[src/rtl/core/ghash_pkg.sv]
`timescale 1ns / 1ps
// ----------------------------------------------------------------------------
// ghash_pkg
// Shared types and constants for the GHASH accumulator core.
// ----------------------------------------------------------------------------
package ghash_pkg;

  // Width of one GF(2^128) element.
  localparam int unsigned GF_W = 128;

  // Default number of multiplier bits absorbed per cycle.
  localparam int unsigned GHASH_DIGIT_W = 8;

  // Reduction constant, placed in the top byte of the element.
  localparam logic [7:0] GF_REDUCE_BYTE = 8'hE1;

  // Configuration port index width and register indexes.
  localparam int unsigned CFG_INDEX_W = 2;
  localparam logic [CFG_INDEX_W-1:0] REG_SUBKEY_HIGH = CFG_INDEX_W'(0);
  localparam logic [CFG_INDEX_W-1:0] REG_SUBKEY_LOW  = CFG_INDEX_W'(1);

  // Input beat: one data block and the start flag.
  typedef struct packed {
    logic [63:0] block_high;
    logic [63:0] block_low;
    logic        start_new;
  } block_t;

  // Output beat: the updated running hash.
  typedef struct packed {
    logic [63:0] hash_high;
    logic [63:0] hash_low;
  } hash_t;

endpackage

[src/rtl/core/ghash_accumulator_core.sv]
`timescale 1ns / 1ps
// ----------------------------------------------------------------------------
// ghash_accumulator_core
// GHASH block absorber: X = (X ^ block) * H in GF(2^128).
// ----------------------------------------------------------------------------
// Usage:
// The hash subkey H is written through the wr_en / wr_index / wr_data port,
// index 0 for the upper half and index 1 for the lower half, while the core
// is idle. Data blocks arrive as beats on the blk channel (valid/ready); a
// set start_new flag clears the running hash before the block is absorbed.
// Each block yields one beat on the hash channel carrying the updated hash.
// The operands load into the multiplier at the accepting edge, which then
// absorbs DIGIT_W bits of the operand per cycle until all 128 bits are in;
// the product is then captured, and only after that capture does the core
// accept the next block, so blocks never overlap in the multiplier.
// The result sits in an output register; blk_ready returns as soon as the
// result is registered, even if the receiver has not taken it yet. If the
// receiver still stalls the previous result when a product finishes, the
// product waits in the accumulator until the output register frees.
// Reset clears the subkey, the running hash and all handshake state.
// ----------------------------------------------------------------------------
module ghash_accumulator_core
  import ghash_pkg::*;
#(
  parameter int unsigned DIGIT_W = GHASH_DIGIT_W
) (
  input  logic                   clk,
  input  logic                   rst,
  input  logic                   blk_valid,
  output logic                   blk_ready,
  input  block_t                 blk,
  output logic                   hash_valid,
  input  logic                   hash_ready,
  output hash_t                  hash,
  input  logic                   wr_en,
  input  logic [CFG_INDEX_W-1:0] wr_index,
  input  logic [63:0]            wr_data
);

  typedef enum logic [1:0] {
    S_IDLE,
    S_RUN,
    S_HOLD
  } state_t;

  state_t          state;
  logic [63:0]     subkey_high;
  logic [63:0]     subkey_low;
  logic [GF_W-1:0] acc;
  logic [GF_W-1:0] mul_x;
  logic [GF_W-1:0] mul_prod;
  logic            mul_busy;
  logic            mul_done;
  logic            blk_beat;
  logic            hash_load;

  assign blk_ready = (state == S_IDLE);
  assign blk_beat  = blk_valid && blk_ready;

  // Absorb the block into the running hash, or into zero on a new hash.
  assign mul_x = {blk.block_high, blk.block_low} ^ (blk.start_new ? '0 : acc);

  // A finished product goes out at once unless the output register still
  // holds a stalled beat; a held product goes out when that beat leaves.
  assign hash_load = ((state == S_RUN) && mul_done && !mul_busy &&
                      (!hash_valid || hash_ready)) ||
                     ((state == S_HOLD) && hash_ready);

  // Subkey registers.
  always_ff @(posedge clk) begin
    if (rst) begin
      subkey_high <= '0;
      subkey_low  <= '0;
    end else if (wr_en) begin
      case (wr_index)
        REG_SUBKEY_HIGH: subkey_high <= wr_data;
        REG_SUBKEY_LOW:  subkey_low  <= wr_data;
        default: ;
      endcase
    end
  end

  ghash_gfmul #(
    .DIGIT_W(DIGIT_W)
  ) u_gfmul (
    .clk    (clk),
    .rst    (rst),
    .start  (blk_beat),
    .x_in   (mul_x),
    .h_in   ({subkey_high, subkey_low}),
    .busy   (mul_busy),
    .done   (mul_done),
    .product(mul_prod)
  );

  // Control, running hash and output register.
  always_ff @(posedge clk) begin
    if (rst) begin
      state      <= S_IDLE;
      hash_valid <= 1'b0;
      acc        <= '0;
    end else begin
      if (hash_load) begin
        hash       <= (state == S_HOLD) ? acc : mul_prod;
        hash_valid <= 1'b1;
      end else if (hash_valid && hash_ready) begin
        hash_valid <= 1'b0;
      end
      case (state)
        S_IDLE: begin
          if (blk_beat) begin
            state <= S_RUN;
          end
        end
        S_RUN: begin
          if (mul_done && !mul_busy) begin
            acc <= mul_prod;
            if (hash_load) begin
              state <= S_IDLE;
            end else begin
              state <= S_HOLD;
            end
          end
        end
        S_HOLD: begin
          if (hash_ready) begin
            state <= S_IDLE;
          end
        end
        default: state <= S_IDLE;
      endcase
    end
  end

endmodule

[src/rtl/core/ghash_gfmul.sv]
`timescale 1ns / 1ps
// ----------------------------------------------------------------------------
// ghash_gfmul
// Digit-serial GF(2^128) multiplier in the bit-reflected GCM convention.
// ----------------------------------------------------------------------------
module ghash_gfmul
  import ghash_pkg::*;
#(
  parameter int unsigned DIGIT_W = GHASH_DIGIT_W
) (
  input  logic            clk,
  input  logic            rst,
  input  logic            start,
  input  logic [GF_W-1:0] x_in,
  input  logic [GF_W-1:0] h_in,
  output logic            busy,
  output logic            done,
  output logic [GF_W-1:0] product
);

  localparam int unsigned STEPS = GF_W / DIGIT_W;
  localparam int unsigned CNT_W = (STEPS > 1) ? $clog2(STEPS) : 1;
  localparam logic [CNT_W-1:0] LAST = CNT_W'(STEPS - 1);

  logic [GF_W-1:0]  x;
  logic [GF_W-1:0]  v;
  logic [GF_W-1:0]  z;
  logic [CNT_W-1:0] cnt;
  logic [GF_W-1:0]  v_next;
  logic [GF_W-1:0]  z_next;

  // One digit of shift-and-xor: bit 127 of x is the coefficient of x^0.
  always_comb begin
    logic [GF_W-1:0] vt;
    logic [GF_W-1:0] zt;
    logic            carry;
    vt = v;
    zt = z;
    for (int i = 0; i < DIGIT_W; i++) begin
      if (x[GF_W-1-i]) begin
        zt = zt ^ vt;
      end
      carry = vt[0];
      vt = vt >> 1;
      if (carry) begin
        vt[GF_W-1 -: 8] = vt[GF_W-1 -: 8] ^ GF_REDUCE_BYTE;
      end
    end
    v_next = vt;
    z_next = zt;
  end

  // Sequencer: load operands, then run one digit per cycle.
  always_ff @(posedge clk) begin
    if (rst) begin
      busy <= 1'b0;
      done <= 1'b0;
      cnt  <= '0;
    end else begin
      done <= 1'b0;
      if (start && !busy) begin
        x    <= x_in;
        v    <= h_in;
        z    <= '0;
        cnt  <= '0;
        busy <= 1'b1;
      end else if (busy) begin
        x   <= x << DIGIT_W;
        v   <= v_next;
        z   <= z_next;
        cnt <= cnt + CNT_W'(1);
        if (cnt == LAST) begin
          busy <= 1'b0;
          done <= 1'b1;
        end
      end
    end
  end

  assign product = z;

endmodule

[config.mk]
export PLATFORM = sky130hd
export DESIGN_NAME = ghash_accumulator_core
export DESIGN_NICKNAME = d
export VERILOG_FILES = /design/src/rtl/core/ghash_pkg.sv /design/src/rtl/core/ghash_accumulator_core.sv /design/src/rtl/core/ghash_gfmul.sv
export SDC_FILE = /design/constraint.sdc
export NUM_CORES = 2
export LEC_CHECK = 0
export BUFFER_PORTS_ARGS = -buffer_cell sky130_fd_sc_hd__clkbuf_2
export CORE_AREA = 2 2 287 289
export DETAILED_ROUTE_END_ITERATION = 10
export DIE_AREA = 0 0 289 291
export GPL_TIMING_DRIVEN = 1
export PLACE_DENSITY = 0.75
export RECOVER_POWER = 50
export SLEW_MARGIN = 25
export SYNTH_ARGS = -nofsm -noshare
export SYNTH_HDL_FRONTEND = slang
export SYNTH_SLANG_ARGS = --single-unit
export TNS_END_PERCENT = 10
[constraint.sdc]
create_clock -name clk -period 20.4 [get_ports clk]
set_input_delay 1.02 -clock clk [delete_from_list [all_inputs] [get_ports clk]]
set_output_delay 1.02 -clock clk [all_outputs]
set_load 0.005 [all_outputs]
==> impl_metrics.toml <==
[clocking]
numCtsBuffers = 82
clock-sinks = 777
cts.repair.resized = 0
cts_tree = "done"
cts_setup_buffers = 0
hold_buffers = 0
cts.clk_slew.worst_paths_ns = 0.06
cts_max_level = 3
clockRootBuffer = "clkbuf_16"
cts_buffer_depth = 3
clock_latency_ns = 0.64

[finish]
fin_cells = 6440
fill_cells = 6919
final_nets = 5492
drive_above_1_share = 0.104
final_core_util = 0.615
area_growth_syn_to_layout_pct = 9.16

[min_path]
min_path_cells = 2
min_path_type = "register to register"
worstHoldEndpoint = "subkey_low[32]"
hp-start = "subkey_low[32]"

[synthesis]
syn_inst = 5269
async_reset_ff_frac = 0
yosysWarningCount = 0
synth-edff-count = 512
ys.flop_type = "edfxtp_1"
synth.avg_cell_area_sq_um = 8.68
synth_cell_types = 48
synth.most_common_cell = "nand2_1"
ys_seq_area_frac = 0.452
synth_common_cells = "nand2_1 (2000), xnor2_1 (782), edfxtp_1 (512)"
syn_nets = 5470
synth_top_area_frac = 0.336
synth.ff_latch_count = 777
netlist_area_sq_um = 45700
ys_top_cells_by_area = "edfxtp_1 (34%), nand2_1 (16%), xnor2_1 (15%), dfxtp_1 (12%), xor2_1 (7.1%)"
synth_top_area_cell = "edfxtp_1"

[critical_path]
slowest_delay_ns = 4.05
reg2reg_from = "u_gfmul.x[120]"
rr_endpoint = "u_gfmul.product[122]"
critPathCaptureType = "register"
r2r_setup_slack_ns = 15.02
crit_chain = "clkbuf_1 > nor2_1 > buf_4"
ff2ff_path_depth = 8
criticalPathCategory = "input pin to register"
start_kind = "input pin"
worstPathArrival_ns = 8.77
crit_slowest_cell = "clkbuf_1"
required_ns = 20.66
critical_path_buf_inv_count = 2
critPathMaxFanout = 116
crit_family = "buffers and inverters"

[pwr]
vdd_drop_max_uv = 71.8
power_frac_clock = 0.338
switchingPower_mw = 1.30
seq_power_share = 0.437
cellPowerDensity_nw_per_um2 = 91.0
switching_share = 0.287
power_leakage_nw = 18.2
p_int_mw = 3.24
totalPowerFinal_mw = 4.54
comb_power_share = 0.225

[global_routing]
overflow = 0
antenna_found_initial = 30
track_usage = 0.285
grt_pass1_vias = 33100
grt_max_degree = 203
grt_pass1_wl_um = 189000

[sta]
setup_violations = 0
worst_slew_pin_slew_ns = 5.93
fin_crit_ns = 8.51
finalHoldViolations = 0
finalClockSkew_ns = 0.0195
report.final.slew_viol_count = 753
max_slew_margin = -2.95
max_freq_ghz = 0.118
rsz0062_at_grt = "no"
setup-tns-final_ns = 0
period_share = 0.417

[status]
violations = "capacitance limit, slew limit"
status = "finished, violations left"

[routing]
final_antenna_net_count = 0
avgRoutedWirePerCell_um = 19.0
drcViolationCount = 0
drt_pre_antenna_iters = 7
postRouteWirelength_um = 122000
drt_iter0_drc = 3495
vias_per_cell = 5.48
via_count = 35300

[floorplan]
die_x_um = 289
row_count = 105
pin_count = 330
die_area_sq_um = 84100
die_h_um = 291
core_area_sq_um = 81200
initial_utilization = 0.563

[place]
post-place-cells = 6277
routabilityCongestion = 0.909
dp_hpwl_um = 80100
io_buffers = 329

[flow_run]
maxCapViolCount = 12
[power groups by stage]
stage          combinational (mW)  sequential [mW]  clock [mW]
2_1_floorplan               0.878             1.96           0
3_3_place_gp                0.989             2.02           0
3_5_place_dp                 1.02             2.01           0
4_1_cts                      1.03             1.98        1.55
5_1_grt                      1.13             2.00        1.61
6_report                     1.02             1.99        1.53
[layout by cell type (no fill, tap or decap), types with 9 or more instances in the layout]
master,netlist,final
nor2b_1,132,132
mux2_2,129,107
edfxtp_1,512,512
o21ai_0,125,125
clkinv_2,0,18
clkbuf_2,0,275
clkbuf_16,0,92
diode_2,0,10
buf_4,20,31
clkbuf_1,299,83
xor2_1,371,371
mux2_1,0,22
xnor2_1,782,782
a21oi_1,277,277
nand2_1,2000,2000
nor2_1,170,169
dfxtp_1,265,265
nor3_1,10,9
[flip-flops by register name (all words and copies together) (netlist names)]
| register | flops |
|---|---|
| subkey_low | 64 |
| u_gfmul.x | 128 |
| u_gfmul.cnt | 4 |
| u_gfmul.busy | 1 |
| acc | 128 |
| u_gfmul.product | 128 |
| hash | 128 |
| state | 2 |
| hash_valid | 1 |
| u_gfmul.done | 1 |
| u_gfmul.v | 128 |
| subkey_high | 64 |
[tightest hold or removal path, stage by stage, from the launching register on]
cell	delay, ns
dfxtp_1	0.31
nand2_1	0.05
a21oi_1	0.05
[kinds of logic after synthesis]
family          after synthesis  share of synthesized area
fa+ha+maj                     1                   0.000274
simple gates               2346                      0.202
flops                       777                      0.452
xor+xnor                   1163                      0.226
mux                         132                     0.0324
compound gates              414                     0.0462
buf+inv                     436                     0.0406
[how the worst max path moves through the flow]
stage	from	end	slack, ns	cells after the start
6_report	rst	hash[61]	11.89	3
5_1_grt	rst	hash[61]	11.26	3
4_1_cts	state[1]	u_gfmul.x[75]	17.07	6
3_5_place_dp	blk_valid	u_gfmul.x[78]	16.49	6
3_3_place_gp	rst	u_gfmul.product[82]	16.55	4
2_1_floorplan	rst	u_gfmul.busy	1.95	3
[routing by layer]
layer / wire length, um / up-vias / track usage
met5: 268 / - / 0
met4: 2430 / 42 / 0.0718
met3: 12300 / 218 / 0.0716
met2: 56400 / 1435 / 0.448
met1: 50700 / 16900 / 0.393
li1: - / 16700 / -
[area by class of cell]
| class | instances | area [sq um] | area share |
|---|---|---|---|
| Antenna cell | 10 | 25.0 | 0.000501 |
| Clock buffer | 121 | 2470 | 0.0495 |
| Clock inverter | 32 | 292 | 0.00584 |
| Inverter | 4 | 15.0 | 0.000301 |
| Multi-Input combinational cell | 4056 | 23200 | 0.465 |
| Sequential cell | 777 | 20700 | 0.414 |
| Tap cell | 1070 | 1340 | 0.0268 |
| Timing Repair Buffer | 370 | 1880 | 0.0377 |
[metrics by stage]
stage / area, sq um / worst slack [ns] / hold slack (ns)
global route: 49900 / 11.26 / 0.468
global placement: 47200 / 16.55 / 0.443
detailed placement: 47200 / 16.49 / 0.447
finish: 49900 / 11.89 / 0.456
floorplan: 45700 / 1.95 / 0.437
CTS: 50000 / 17.07 / 0.456
No activity file was read; power rests on OpenSTA's default activity.
